[src/hw/rtl/bba_pkg.sv]
// Shared types, codes and fixed widths for the bitmap block allocator.
package bba_pkg;

  localparam int unsigned NUM_W         = 32;
  localparam int unsigned STATUS_W      = 2;
  localparam int unsigned CNT_W         = 13;
  localparam int unsigned CFG_ADDR_W    = 1;
  localparam int unsigned CFG_DATA_W    = 32;
  localparam int unsigned IN_TDATA_W    = 32;
  localparam int unsigned OUT_TDATA_W   = 48;
  localparam int unsigned ENTRIES_RESET = 4096;

  localparam logic MODE_ALLOC = 1'b0;
  localparam logic MODE_FREE  = 1'b1;

  typedef enum logic [STATUS_W-1:0] {
    ST_OK        = 2'd0,
    ST_FULL      = 2'd1,
    ST_RANGE     = 2'd2,
    ST_NOT_ALLOC = 2'd3
  } status_e;

  typedef enum logic [CFG_ADDR_W-1:0] {
    CFG_ENTRIES = 1'b0,
    CFG_BASE    = 1'b1
  } cfg_reg_e;

  typedef enum logic [2:0] {
    S_CLEAR,
    S_IDLE,
    S_SCAN,
    S_FREE_RD,
    S_FREE_CHK,
    S_WRITE,
    S_DONE
  } state_e;

  typedef struct packed {
    logic    clear_step;
    logic    load_req;
    logic    scan_step;
    logic    free_rd;
    logic    free_chk;
    logic    write_en;
    logic    res_load;
    status_e res_status;
    logic    out_load;
  } dp_cmd_t;

  typedef struct packed {
    logic clear_last;
    logic scan_hit;
    logic scan_miss;
    logic range_bad;
    logic bit_set;
    logic out_busy;
  } dp_stat_t;

endpackage

[src/hw/rtl/bba_ctrl.sv]
// Controller state machine: sequences clear sweep, scan, free check and write-back.
module bba_ctrl import bba_pkg::*; (
  input  logic     clk_i,
  input  logic     rst_ni,
  input  logic     in_valid_i,
  input  logic     in_mode_i,
  output logic     in_ready_o,
  input  dp_stat_t stat_i,
  output dp_cmd_t  cmd_o
);

  state_e state_q, state_d;

  always_ff @(posedge clk_i or negedge rst_ni) begin
    if (!rst_ni) begin
      state_q <= S_CLEAR;
    end else begin
      state_q <= state_d;
    end
  end

  always_comb begin
    state_d = state_q;
    case (state_q)
      S_CLEAR: begin
        if (stat_i.clear_last) state_d = S_IDLE;
      end
      S_IDLE: begin
        if (in_valid_i) state_d = (in_mode_i == MODE_FREE) ? S_FREE_RD : S_SCAN;
      end
      S_SCAN: begin
        if (stat_i.scan_hit) begin
          state_d = S_WRITE;
        end else if (stat_i.scan_miss) begin
          state_d = S_DONE;
        end
      end
      S_FREE_RD: begin
        state_d = stat_i.range_bad ? S_DONE : S_FREE_CHK;
      end
      S_FREE_CHK: begin
        state_d = stat_i.bit_set ? S_WRITE : S_DONE;
      end
      S_WRITE: begin
        state_d = S_DONE;
      end
      S_DONE: begin
        if (!stat_i.out_busy) state_d = S_IDLE;
      end
      default: state_d = S_IDLE;
    endcase
  end

  always_comb begin
    cmd_o            = '0;
    cmd_o.res_status = ST_OK;
    in_ready_o       = 1'b0;
    case (state_q)
      S_CLEAR: begin
        cmd_o.clear_step = 1'b1;
      end
      S_IDLE: begin
        in_ready_o     = 1'b1;
        cmd_o.load_req = in_valid_i;
      end
      S_SCAN: begin
        cmd_o.scan_step = 1'b1;
        if (!stat_i.scan_hit && stat_i.scan_miss) begin
          cmd_o.res_load   = 1'b1;
          cmd_o.res_status = ST_FULL;
        end
      end
      S_FREE_RD: begin
        if (stat_i.range_bad) begin
          cmd_o.res_load   = 1'b1;
          cmd_o.res_status = ST_RANGE;
        end else begin
          cmd_o.free_rd = 1'b1;
        end
      end
      S_FREE_CHK: begin
        cmd_o.free_chk = 1'b1;
        if (!stat_i.bit_set) begin
          cmd_o.res_load   = 1'b1;
          cmd_o.res_status = ST_NOT_ALLOC;
        end
      end
      S_WRITE: begin
        cmd_o.write_en   = 1'b1;
        cmd_o.res_load   = 1'b1;
        cmd_o.res_status = ST_OK;
      end
      S_DONE: begin
        cmd_o.out_load = !stat_i.out_busy;
      end
      default: ;
    endcase
  end

endmodule

[config.mk]
export PLATFORM = sky130hd
export DESIGN_NAME = bba_ctrl
export DESIGN_NICKNAME = d
export VERILOG_FILES = /design/src/hw/rtl/bba_pkg.sv /design/src/hw/rtl/bba_ctrl.sv
export SDC_FILE = /design/constraint.sdc
export NUM_CORES = 1
export LEC_CHECK = 0
export BUFFER_PORTS_ARGS = -buffer_cell sky130_fd_sc_hd__buf_2
export CAP_MARGIN = 20
export CORE_AREA = 2 2 39 41
export CTS_CLUSTER_DIAMETER = 30
export DETAILED_ROUTE_END_ITERATION = 6
export DIE_AREA = 0 0 41 43
export SLEW_MARGIN = 30
export SYNTH_ARGS = -nofsm -noshare
export SYNTH_HDL_FRONTEND = slang
export SYNTH_SLANG_ARGS = --single-unit
export TNS_END_PERCENT = 5
[constraint.sdc]
create_clock -name clk_i -period 3.9 [get_ports clk_i]
set_input_delay 0.39 -clock clk_i [delete_from_list [all_inputs] [get_ports clk_i]]
set_output_delay 0.39 -clock clk_i [all_outputs]
set_load 0.01 [all_outputs]
==> results.txt <==
----------------------------------------------------
[Cells and area]
  Area used by multi-input combinational logic ... 249 um^2
  Final-layout fill cell count ... 155
  Register with the highest flop count ... state_q
  Proportion of layout cells with a drive suffix above 1 ... 36.6%
  Synth-to-layout area growth ... 33.8%
  Flip-flop count of the largest register, all copies and words added ... 3
  Sequential cell area ... 75.1 um^2
  Final Net Count ... 82
  Diode insertion count for antenna repair ... 0
  Post-layout utilization of the core ... 35.8%
  Largest registers ... state_q (3)
  Design area ... 495 um^2

[Global route]
  Overall Global Routing Usage ... 10.8%
  Pin count of the biggest net entering global routing ... 21
  Routing usage on met3 ... 4.71%
  Vias in the first global route ... 322
  Initial antenna violation count ... 0
  GR Util met1 ... 14.5%
  Met2 layer usage reported by global route ... 13.8%
  Wire length of the first global-routing pass ... 1.26 mm
  Sum of overflow across all layers after global routing ... 0
  Gr busiest metal ... met1

[STA]
  Number of pins with negative max-slew slack in the final report ... 0
  Total setup violations reported at the end of the flow ... 0
  Pin slew with the least headroom to its limit ... 0.576 ns
  Final-layout setup total negative slack ... 0 ns
  Ratio of final minimum period to clock period ... 58.4%
  Post-Route Hold Slack ... 0.485 ns
  Min Tclk post-route ... 2.28 ns
  Number of failing hold endpoints at the final stage ... 0
  Setup repair after global routing missed its margin ... false
  Final worst setup slack ... 1.62 ns
  Maximum clock rate ... 439 MHz
  Worst Skew ... 0.00112 ns
  Normalized max-slew margin ... 61.6%

[Clock network]
  CTS max path bufs ... 2
  Buffer type at the clock tree root ... sky130_fd_sc_hd__clkbuf_4
  CTS tree ... yes
  Number of clock sinks seen by CTS ... 3
  Cells resized by post-CTS repair ... 0
  Later-pin clock latency in the skew report ... 0.23 ns
  H-tree lvl count ... 1
  Clock input transition at the sequential cells of the worst setup and hold paths ... 0.04 ns
  CTS buffer count ... 3

[Drt]
  Average wire per standard cell ... 9.92 um
  Number of DRC markers after the initial detailed-route iteration ... 3
  Vias after detailed routing ... 411
  First-pass DRT Iterations ... 4
  Post-route antenna net violation count ... 0
  Vias per cell ... 4.72
  DRC errors left ... 0
  Routed wire length ... 863 um

[Synth]
  Portion of the post-synthesis area used by sequential elements ... 20.3%
  Count of unique library cells instantiated by Yosys ... 27
  Flip-flop and latch count after synthesis ... 3
  Number of standard cells after synthesis ... 51
  Synthesized area per cell ... 7.26 um^2
  Syn_nets ... 61
  Summed instance area of the synthesized netlist ... 370 um^2
  Syn. warnings ... 0

[Placed design]
  Post-DP HPWL ... 636 um
  Final weighted congestion in routability-driven placement ... 0.694
  Instance area after placement ... 459 um^2
  Port Buf Inserts ... 20
  Setup slack at placement ... 1.87 ns

[Setup path]
  Depth of the most critical reg-to-reg path ... 4
  Worst Path Max Fanout ... 18
  Kind of start point of the critical path ... flip-flop
  Max incr delay on CP ... 0.55 ns
  CP max-delay cell ... sky130_fd_sc_hd__dfrtp_1
  Crit end category ... primary output
  Data required, critical path ... 3.51 ns
  Kind of critical path ... reg -> out
  Crit path DAT ... 1.89 ns
  Cell chain of the critical path ... nor2b_4 > nor2b_4 > a22o_1 > or3_1 > buf_2
  Most frequent CP cell ... sky130_fd_sc_hd__nor2b_4

[Pwr]
  Pleak ... 0.258 nW
  Largest voltage drop on the vdd net ... 0.288 mV
  Areal power density over the cells ... 774 nW/um^2

[Job]
  Number of max-capacitance violations reported ... 0

[Floorplan]
  Rows ... 14
  Starting utilization of the core area ... 26.8%
  Core region area ... 1380 um^2
  Die area ... 1760 um^2
  Horizontal die dimension ... 41 um
  Y dimension of the die ... 43 um
  I/O pins ... 21

[Outcome]
  Outcome ... completed

[Worst hold path]
  Class of the tightest hold or removal check ... in -> async

----------------------------------------------------
area by class of cell:
cell class                 instances  share of cell area [%]
inverter                           4                    3.03
timing repair buffer              21                    22.2
tap                               16                    4.04
sequential                         3                    15.2
multi-input combinational         39                    50.3
clock buffer                       4                    5.30
power by group:
group | internal (mW) | switching (mW)
clock | 0.0383 | 0.0157
combinational | 0.114 | 0.0963
sequential | 0.0476 | 0.0712
what timing repair did:
action,4_1_cts,5_1_grt
buffers inserted,0,0
hold buffers,1,0
endpoints found under the hold margin,3,0
cells by family after synthesis:
logic type	share of synthesized area, %
AND/OR/NAND/NOR	37.8
AO/OA/AOI/OAI	26.4
buffers and inverters	12.5
flip-flops	20.3
multiplexers	3.04
critical path: cells and delay by family (launching register included):
family	cells	cell delay (ns)
compound gates	1	0.25
buf+inv	1	0.14
flops	1	0.55
simple gates	3	0.71
cell usage after synthesis:
cell type                  count  area share [%]
sky130_fd_sc_hd__a211oi_1      1             2.0
sky130_fd_sc_hd__a21bo_2       1             2.7
sky130_fd_sc_hd__a21oi_1       5             6.8
sky130_fd_sc_hd__a22o_1        1             2.4
sky130_fd_sc_hd__and3_1        1             1.7
sky130_fd_sc_hd__buf_2         1             1.4
sky130_fd_sc_hd__buf_4         1             2.0
sky130_fd_sc_hd__buf_6         1             3.0
sky130_fd_sc_hd__clkbuf_1      2             2.0
sky130_fd_sc_hd__dfrtp_1       3              20
sky130_fd_sc_hd__inv_1         4             4.1
sky130_fd_sc_hd__mux2_1        1             3.0
sky130_fd_sc_hd__nand2_1       3             3.0
sky130_fd_sc_hd__nand2b_1      1             1.7
sky130_fd_sc_hd__nand3b_1      1             2.0
sky130_fd_sc_hd__nor2_1        5             5.1
sky130_fd_sc_hd__nor2b_1       2             3.4
sky130_fd_sc_hd__nor2b_4       2             7.4
sky130_fd_sc_hd__nor3_1        3             4.1
sky130_fd_sc_hd__nor3b_1       3             6.1
sky130_fd_sc_hd__nor4_1        1             1.7
sky130_fd_sc_hd__o21a_1        1             2.0
sky130_fd_sc_hd__o21ai_0       3             4.1
sky130_fd_sc_hd__o22ai_1       1             1.7
sky130_fd_sc_hd__o311a_1       1             2.7
sky130_fd_sc_hd__o31ai_1       1             2.0
sky130_fd_sc_hd__or3_1         1             1.7
per-stage QoR:
stage | power (mW) | instances
2_1_floorplan | 0.284 | 51
3_3_place_gp | 0.328 | 82
3_5_place_dp | 0.330 | 82
4_1_cts | 0.388 | 87
5_1_grt | 0.422 | 87
6_report | 0.383 | 87
final timing paths:
kind                       slack (ns)  startpoint    endpoint
setup / recovery                 1.62  state_q[2]    cmd_o[3]
hold / removal                   0.48      rst_ni  state_q[2]
setup reg to reg                 2.14  state_q[1]  state_q[1]
hold reg to reg                  0.79  state_q[2]  state_q[2]
max in group asynchronous        3.31      rst_ni  state_q[0]
min in group clk_i               0.50   stat_i[3]  state_q[2]
placed cells by master, fill, tap and decap left out:
master and count:
sky130_fd_sc_hd__nand3b_1 1, sky130_fd_sc_hd__a21bo_2 1, sky130_fd_sc_hd__nand2b_1 1, sky130_fd_sc_hd__o311a_1 1
sky130_fd_sc_hd__nor4_1 1, sky130_fd_sc_hd__or3_1 1, sky130_fd_sc_hd__and3_1 1, sky130_fd_sc_hd__inv_1 4
sky130_fd_sc_hd__o21ai_0 3, sky130_fd_sc_hd__a211oi_1 1, sky130_fd_sc_hd__nor2b_1 2, sky130_fd_sc_hd__clkbuf_1 1
sky130_fd_sc_hd__nor3b_1 3, sky130_fd_sc_hd__o31ai_1 1, sky130_fd_sc_hd__dlygate4sd3_1 1, sky130_fd_sc_hd__nand2_1 3
sky130_fd_sc_hd__a21oi_1 5, sky130_fd_sc_hd__o21a_1 1, sky130_fd_sc_hd__mux2_1 1, sky130_fd_sc_hd__nor3_1 3
sky130_fd_sc_hd__dfrtp_1 3, sky130_fd_sc_hd__nor2_1 5, sky130_fd_sc_hd__o22ai_1 1, sky130_fd_sc_hd__clkbuf_4 3
sky130_fd_sc_hd__buf_2 20, sky130_fd_sc_hd__a22o_1 1, sky130_fd_sc_hd__nor2b_4 2
per-layer routing:
| metal | up-vias | wire length (um) |
|---|---|---|
| met1 | 180 | 418 |
| li1 | 216 | - |
| met3 | 0 | 67 |
| met4 | 0 | 0 |
| met5 | - | 0 |
| met2 | 15 | 377 |
Power figures use the tool's default switching activity.
