File: config.mk
export PLATFORM = sky130hd
export DESIGN_NAME = bba_datapath
export DESIGN_NICKNAME = d
export VERILOG_FILES = /design/src/hw/rtl/bba_pkg.sv /design/src/hw/rtl/bba_datapath.sv
export SDC_FILE = /design/constraint.sdc
export NUM_CORES = 2
export LEC_CHECK = 0
export ABC_CLOCK_PERIOD_IN_PS = 8500
export BUFFER_PORTS_ARGS = -buffer_cell sky130_fd_sc_hd__buf_2
export CAP_MARGIN = 20
export CORE_MARGIN = 1.5
export CORE_UTILIZATION = 35
export CTS_BUF_LIST = sky130_fd_sc_hd__clkbuf_4
export DETAILED_ROUTE_END_ITERATION = 8
export PLACE_DENSITY = 0.46
export SLEW_MARGIN = 5
export SYNTH_ARGS = -nofsm -noshare
export SYNTH_HDL_FRONTEND = slang
export SYNTH_SLANG_ARGS = --single-unit
export TNS_END_PERCENT = 5
File: constraint.sdc
create_clock -name clk_i -period 8.5 [get_ports clk_i]
set_clock_uncertainty 0.05 [all_clocks]
set_input_delay 1.7 -clock clk_i [delete_from_list [all_inputs] [get_ports clk_i]]
set_output_delay 1.7 -clock clk_i [all_outputs]
set_load 0.02 [all_outputs]
File: src/hw/rtl/bba_pkg.sv
// Shared types, codes and fixed widths for the bitmap block allocator.
package bba_pkg;

  localparam int unsigned NUM_W         = 32;
  localparam int unsigned STATUS_W      = 2;
  localparam int unsigned CNT_W         = 13;
  localparam int unsigned CFG_ADDR_W    = 1;
  localparam int unsigned CFG_DATA_W    = 32;
  localparam int unsigned IN_TDATA_W    = 32;
  localparam int unsigned OUT_TDATA_W   = 48;
  localparam int unsigned ENTRIES_RESET = 4096;

  localparam logic MODE_ALLOC = 1'b0;
  localparam logic MODE_FREE  = 1'b1;

  typedef enum logic [STATUS_W-1:0] {
    ST_OK        = 2'd0,
    ST_FULL      = 2'd1,
    ST_RANGE     = 2'd2,
    ST_NOT_ALLOC = 2'd3
  } status_e;

  typedef enum logic [CFG_ADDR_W-1:0] {
    CFG_ENTRIES = 1'b0,
    CFG_BASE    = 1'b1
  } cfg_reg_e;

  typedef enum logic [2:0] {
    S_CLEAR,
    S_IDLE,
    S_SCAN,
    S_FREE_RD,
    S_FREE_CHK,
    S_WRITE,
    S_DONE
  } state_e;

  typedef struct packed {
    logic    clear_step;
    logic    load_req;
    logic    scan_step;
    logic    free_rd;
    logic    free_chk;
    logic    write_en;
    logic    res_load;
    status_e res_status;
    logic    out_load;
  } dp_cmd_t;

  typedef struct packed {
    logic clear_last;
    logic scan_hit;
    logic scan_miss;
    logic range_bad;
    logic bit_set;
    logic out_busy;
  } dp_stat_t;

endpackage

File: src/hw/rtl/bba_datapath.sv
// Datapath: config registers, bitmap memory, word scan, count and result/output registers.
module bba_datapath import bba_pkg::*; #(
  parameter int unsigned ENTRIES   = 4096,
  parameter int unsigned WORD_BITS = 64
) (
  input  logic                  clk_i,
  input  logic                  rst_ni,
  input  logic                  cfg_we_i,
  input  logic [CFG_ADDR_W-1:0] cfg_index_i,
  input  logic [CFG_DATA_W-1:0] cfg_data_i,
  input  logic                  req_mode_i,
  input  logic [NUM_W-1:0]      req_number_i,
  input  dp_cmd_t               cmd_i,
  output dp_stat_t              stat_o,
  input  logic                  out_ready_i,
  output logic                  out_valid_o,
  output logic [NUM_W-1:0]      out_number_o,
  output logic [STATUS_W-1:0]   out_status_o,
  output logic [CNT_W-1:0]      out_free_o
);

  // WORD_BITS is a power of two: word/bit split is a shift and a mask
  localparam int unsigned WORD_COUNT = (ENTRIES + WORD_BITS - 1) / WORD_BITS;
  localparam int unsigned LOG_WB     = $clog2(WORD_BITS);
  localparam int unsigned WA         = (WORD_COUNT > 1) ? $clog2(WORD_COUNT) : 1;
  localparam int unsigned IDX_W      = $clog2(ENTRIES);
  localparam int unsigned CMP_W      = (IDX_W + 2 > CNT_W + 1) ? IDX_W + 2 : CNT_W + 1;
  localparam logic [CMP_W-1:0] ENTRIES_C = CMP_W'(ENTRIES);
  localparam logic [WA-1:0]    LAST_WORD = WA'(WORD_COUNT - 1);

  logic [CNT_W-1:0]     entries_q;
  logic [NUM_W-1:0]     base_q;
  logic                 mode_q;
  logic [NUM_W-1:0]     num_q;
  logic [CNT_W-1:0]     cnt_q;
  logic [WA-1:0]        clr_addr_q;
  logic [WA-1:0]        scan_rd_q;
  logic [WA-1:0]        chk_w_q;
  logic                 chk_v_q;
  logic [IDX_W-1:0]     hit_idx_q;
  logic [WA-1:0]        wr_addr_q;
  logic [WORD_BITS-1:0] wr_data_q;
  logic [WORD_BITS-1:0] rd_data_q;
  status_e              res_status_q;
  logic [NUM_W-1:0]     res_num_q;
  logic                 out_valid_q;
  logic [NUM_W-1:0]     out_num_q;
  status_e              out_status_q;
  logic [CNT_W-1:0]     out_free_q;

  logic [WORD_BITS-1:0] bitmap_mem [WORD_COUNT];

  logic [CNT_W-1:0]     lim;
  logic                 lim_zero;
  logic [CNT_W-1:0]     lim_m1;
  logic [CMP_W-1:0]     last_w;
  logic [NUM_W:0]       diff;
  logic [IDX_W-1:0]     fr_idx;
  logic [IDX_W-1:0]     fr_idx_sh;
  logic [WA-1:0]        fr_word;
  logic [LOG_WB-1:0]    fr_bit;
  logic                 zero_found;
  logic [LOG_WB-1:0]    zero_pos;
  logic [CMP_W-1:0]     cand;
  logic                 in_range;
  logic                 rd_en;
  logic [WA-1:0]        rd_addr;
  logic                 mem_we;
  logic [WA-1:0]        mem_waddr;
  logic [WORD_BITS-1:0] mem_wdata;
  logic [CNT_W-1:0]     free_now;

  // effective pool size, capped at the bitmap size
  always_comb begin
    if (CMP_W'(entries_q) > ENTRIES_C) begin
      lim = ENTRIES_C[CNT_W-1:0];
    end else begin
      lim = entries_q;
    end
  end

  assign lim_zero = (lim == '0);
  assign lim_m1   = lim - CNT_W'(1);
  assign last_w   = CMP_W'(lim_m1) >> LOG_WB;

  // free request: range check and index split
  assign diff      = {1'b0, num_q} - {1'b0, base_q};
  assign fr_idx    = diff[IDX_W-1:0];
  assign fr_idx_sh = fr_idx >> LOG_WB;
  assign fr_word   = fr_idx_sh[WA-1:0];
  assign fr_bit    = fr_idx[LOG_WB-1:0];

  // lowest clear bit in the word just read
  always_comb begin
    zero_found = 1'b0;
    zero_pos   = '0;
    for (int i = WORD_BITS - 1; i >= 0; i--) begin
      if (!rd_data_q[i]) begin
        zero_found = 1'b1;
        zero_pos   = LOG_WB'(i);
      end
    end
  end

  assign cand     = (CMP_W'(chk_w_q) << LOG_WB) | CMP_W'(zero_pos);
  assign in_range = zero_found && (cand < CMP_W'(lim));

  assign stat_o.clear_last = (clr_addr_q == LAST_WORD);
  assign stat_o.scan_hit   = chk_v_q && in_range && !lim_zero;
  assign stat_o.scan_miss  = lim_zero ||
                             (chk_v_q && !in_range &&
                              (zero_found || (CMP_W'(chk_w_q) == last_w)));
  assign stat_o.range_bad  = diff[NUM_W] || (diff[NUM_W-1:0] >= NUM_W'(lim));
  assign stat_o.bit_set    = rd_data_q[fr_bit];
  assign stat_o.out_busy   = out_valid_q && !out_ready_i;

  // bitmap memory ports
  assign rd_en     = cmd_i.scan_step || cmd_i.free_rd;
  assign rd_addr   = cmd_i.free_rd ? fr_word : scan_rd_q;
  assign mem_we    = cmd_i.clear_step || cmd_i.write_en;
  assign mem_waddr = cmd_i.clear_step ? clr_addr_q : wr_addr_q;
  assign mem_wdata = cmd_i.clear_step ? '0 : wr_data_q;

  always_ff @(posedge clk_i) begin
    if (mem_we) begin
      bitmap_mem[mem_waddr] <= mem_wdata;
    end
    if (rd_en) begin
      rd_data_q <= bitmap_mem[rd_addr];
    end
  end

  // config registers
  always_ff @(posedge clk_i or negedge rst_ni) begin
    if (!rst_ni) begin
      entries_q <= CNT_W'(ENTRIES_RESET);
      base_q    <= '0;
    end else if (cfg_we_i) begin
      case (cfg_reg_e'(cfg_index_i))
        CFG_ENTRIES: entries_q <= cfg_data_i[CNT_W-1:0];
        CFG_BASE:    base_q    <= cfg_data_i[NUM_W-1:0];
        default: ;
      endcase
    end
  end

  // control state: clear sweep, scan pointer, count, output valid
  always_ff @(posedge clk_i or negedge rst_ni) begin
    if (!rst_ni) begin
      clr_addr_q  <= '0;
      scan_rd_q   <= '0;
      chk_v_q     <= 1'b0;
      cnt_q       <= '0;
      out_valid_q <= 1'b0;
    end else begin
      if (cmd_i.clear_step) begin
        clr_addr_q <= clr_addr_q + WA'(1);
      end
      if (cmd_i.load_req) begin
        scan_rd_q <= '0;
        chk_v_q   <= 1'b0;
      end else if (cmd_i.scan_step) begin
        scan_rd_q <= scan_rd_q + WA'(1);
        chk_v_q   <= 1'b1;
      end else begin
        chk_v_q <= 1'b0;
      end
      if (cmd_i.write_en) begin
        if (mode_q == MODE_ALLOC) begin
          cnt_q <= cnt_q + CNT_W'(1);
        end else if (cnt_q != '0) begin
          cnt_q <= cnt_q - CNT_W'(1);
        end
      end
      if (cmd_i.out_load) begin
        out_valid_q <= 1'b1;
      end else if (out_ready_i) begin
        out_valid_q <= 1'b0;
      end
    end
  end

  assign free_now = (lim > cnt_q) ? (lim - cnt_q) : '0;

  // payload registers
  always_ff @(posedge clk_i) begin
    if (cmd_i.load_req) begin
      mode_q <= req_mode_i;
      num_q  <= req_number_i;
    end
    if (cmd_i.scan_step) begin
      chk_w_q <= scan_rd_q;
    end
    if (cmd_i.scan_step && stat_o.scan_hit) begin
      hit_idx_q <= cand[IDX_W-1:0];
      wr_addr_q <= chk_w_q;
      wr_data_q <= rd_data_q | (WORD_BITS'(1) << zero_pos);
    end else if (cmd_i.free_chk) begin
      wr_addr_q <= fr_word;
      wr_data_q <= rd_data_q & ~(WORD_BITS'(1) << fr_bit);
    end
    if (cmd_i.res_load) begin
      res_status_q <= cmd_i.res_status;
      if ((cmd_i.res_status == ST_OK) && (mode_q == MODE_ALLOC)) begin
        res_num_q <= base_q + NUM_W'(hit_idx_q);
      end else begin
        res_num_q <= '0;
      end
    end
    if (cmd_i.out_load) begin
      out_num_q    <= res_num_q;
      out_status_q <= res_status_q;
      out_free_q   <= free_now;
    end
  end

  assign out_valid_o  = out_valid_q;
  assign out_number_o = out_num_q;
  assign out_status_o = out_status_q;
  assign out_free_o   = out_free_q;

endmodule

==> flow_metrics.py <==
metrics = {
    "setup_path": {
        "endpoint_kind": "primary output",
        "path_delay_family": "compound AO/OA/AOI/OAI gates",
        "slowest_delay_ns": 0.66,
        "required_ns": 6.75,
        "crit_start": "rd_data_q[54]",
        "crit_path_end": "stat_o[4]",
        "worst_r2r_path_depth": 16,
        "cp_max_fo": 5,
        "critical_path_depth": 15,
        "r2r_slack_ns": 2.62,
        "cp.arrival_ns": 6.43,
        "regToRegStartpoint": "rd_data_q[46]",
        "timing.rr.end": "wr_data_q[2]",
        "critical_path_class": "flip-flop to primary output",
        "cp_cell_sequence": "nand4_1, a21oi_1, o21bai_1, a2111oi_2, nor3_1, or3_4, ha_1, a21o_1, a21o_1, a21oi_1, a211o_1, o21bai_1, and3_1, and2_1, buf_2",
        "start_kind": "flip-flop",
        "cpMaxStageDelayCell": "edfxtp_1",
        "path_buf_inv": 1,
    },
    "sta": {
        "fmax_ghz": 0.122,
        "final-setup-viol-count": 0,
        "drv_slew": 0,
        "min_period_over_period_pct": 96.2,
        "fin_ws_ns": 0.321,
        "rsz0062_at_grt": "true",
        "worst_pin_slew_ns": 1.31,
        "hold_slack_ns": 0.212,
        "hold_viol_final": 0,
        "slew_headroom_pct": 12.7,
        "period_minus_slack_ns": 8.18,
    },
    "synth": {
        "syn_inst": 12546,
        "synth.distinct_cells": 87,
        "avgSynthCellArea_um2": 14.6,
        "yosys_warnings": 0,
        "ys.flop_type": "edfxtp_1",
        "syn_nets": 12724,
        "synth-seq-cells": 4434,
        "synth-edff-count": 4362,
        "ys_async_sr_fraction_pct": 1.62,
        "netlist_area_mm2": 0.183,
        "synthTopCellsByArea": "edfxtp_1, mux2i_1, a21oi_1",
        "ys_seq_area_share_pct": 72.7,
        "netlist.area_leader.share_pct": 71.7,
        "synth_top_area_cell": "edfxtp_1",
    },
    "global_route": {
        "grt_util_all_layers_pct": 23.8,
        "antenna_found_initial": 48,
        "grt_start_max_net_pins": 150,
        "grt_pass1_vias": 117862,
        "grt_first_pass_wirelength_um": 891000,
        "overflow": 0,
    },
    "cells_and_area": {
        "fill_cells": 48104,
        "layout_common_cells": "edfxtp_1, clkbuf_4, a21oi_1",
        "area_growth_pct": 14.9,
        "final_cells": 21287,
        "drive_gt1_share_pct": 19.3,
        "nNetsFinal": 13701,
        "mostFrequentLayoutCell": "edfxtp_1",
        "fin_area_mm2": 0.210,
    },
    "job": {
        "drv_cap": 0,
    },
    "cts": {
        "cts-root-buf": "clkbuf_4",
        "tritoncts": "yes",
        "clk_pin_slew_ns": 0.07,
        "clk_latency_ns": 1.86,
        "htreeDepth": 7,
        "clock_sinks": 4434,
        "clock_path_buffers": 5,
        "cts_buffers": 1254,
    },
    "power": {
        "vdd_drop_max_uv": 146,
        "power_leakage_uw": 0.0721,
        "power_density_mw_per_mm2": 292,
    },
    "floorplan": {
        "die_width_um": 725,
        "start_util_pct": 35.1,
        "coreArea_mm2": 0.520,
        "num_io_pins": 134,
        "die_h_um": 725,
        "dieArea_mm2": 0.526,
        "rows": 265,
    },
    "placement": {
        "dp_worst_setup_slack_ns": 1.67,
        "place_congestion": 0.868,
        "dpl.hpwl_um": 337000,
        "io_buffer_count": 133,
        "placed_cells": 19112,
        "place_area_mm2": 0.194,
    },
    "hold_path": {
        "hold_path_class": "input pin to asynchronous set/reset pin",
    },
    "drt": {
        "drt_iter0_drc": 14111,
        "firstDrtPassIters": 6,
        "finalWirelength_um": 640000,
        "vias": 120391,
        "ant_nets": 0,
        "drcViolationCount": 0,
        "viasPerCell": 5.66,
        "wl_per_cell_um": 30.1,
    },
    "status": {
        "status": "completed",
    },
}
==> cell usage after synthesis, types with 7 or more instances <==
master	instances
a2111oi_0	7
a211oi_1	13
a21boi_0	11
a21o_1	26
a21oi_1	1310
a221o_1	64
a31oi_1	34
and2_1	13
and3_1	524
and3b_1	7
buf_1	83
buf_2	290
buf_4	25
buf_6	28
clkbuf_1	514
dfrtp_1	71
edfxtp_1	4362
ha_1	94
inv_1	127
mux2_2	118
mux2i_1	913
mux4_2	17
nand2_1	1278
nand2b_1	18
nand3_1	1078
nand3b_1	7
nand4_1	40
nor2_1	185
nor2b_1	87
nor3_1	44
nor3b_1	7
nor4_1	11
o2111ai_1	520
o21a_1	8
o21ai_0	101
o311ai_0	214
o311ai_1	39
o31ai_1	7
o32ai_1	64
or2_2	9
or3_1	18
xnor2_1	43
xor2_1	18
==> power by group <==
part	switching [uW]	internal [uW]
sequential	1050	26300
clock	8880	9900
combinational	10500	4550
total	20400	40700
==> worst min path at each step <==
stage                             to  cells after the start
CTS                    entries_q[12]                      5
floorplan            out_number_o[0]                      0
global placement    out_number_o[26]                      0
global route              base_q[31]                      2
detailed placement   out_number_o[3]                      0
finish                    base_q[31]                      2
==> flip-flops by register name (all words and copies together), names as in the netlist, 32 cells and up <==
name and count:
wr_data_q 64, rd_data_q 64, res_num_q 32, num_q 32, bitmap_mem 4096, out_number_o 32
base_q 32
==> per-layer routing <==
metal	routed length, um	global-route usage, %
met1	279000	33.2
met2	289000	36.4
met3	51300	5.31
met4	20200	9.09
met5	26	0
==> cell families (layout without fill, tap and decap cells) <==
family                     count (synthesis)  after routing  synth area share, %
DFF                                     4434           4434                 72.7
and+or+nand+nor                         3341           3341                 8.71
AOI/OAI and AO/OA                       2486           2486                 8.98
buffers and inverters                   1074           2840                 2.61
muxes                                   1050           1050                 5.96
adders and majority gates                 98             98                0.688
xor gates and xnor gates                  63             63                0.317
other                                      0             33                    0
==> cell type report <==
| class | count | area, um2 | area share [%] |
|---|---|---|---|
| diodes | 33 | 82.6 | 0.0394 |
| clock buffers | 1795 | 13500 | 6.42 |
| clock inverters | 250 | 1240 | 0.592 |
| inverters | 129 | 484 | 0.231 |
| multi-input cells | 7038 | 46200 | 22.0 |
| flip-flops and latches | 4434 | 133000 | 63.3 |
| well taps | 6942 | 8690 | 4.14 |
| repair buffers | 666 | 6770 | 3.23 |
==> stage by stage <==
stage                     util, %  total power (uW)  TNS [ns]
after floorplan                 -             36000         0
after global placement       37.1             42300         0
after detailed placement     37.2             42500         0
after CTS                    40.2             61600         0
after global routing         40.3             63900    -0.124
final                        40.3             61200         0
==> what timing repair did <==
action | CTS | global route
endpoints found under the hold margin | 156 | 0
buffers inserted | 6 | 4
hold buffers | 71 | 0
gates resized for setup | 9 | 6
endpoints found under the setup margin | 3 | 3
pin swaps | 2 | 4
(Power assumes the default switching activity.)
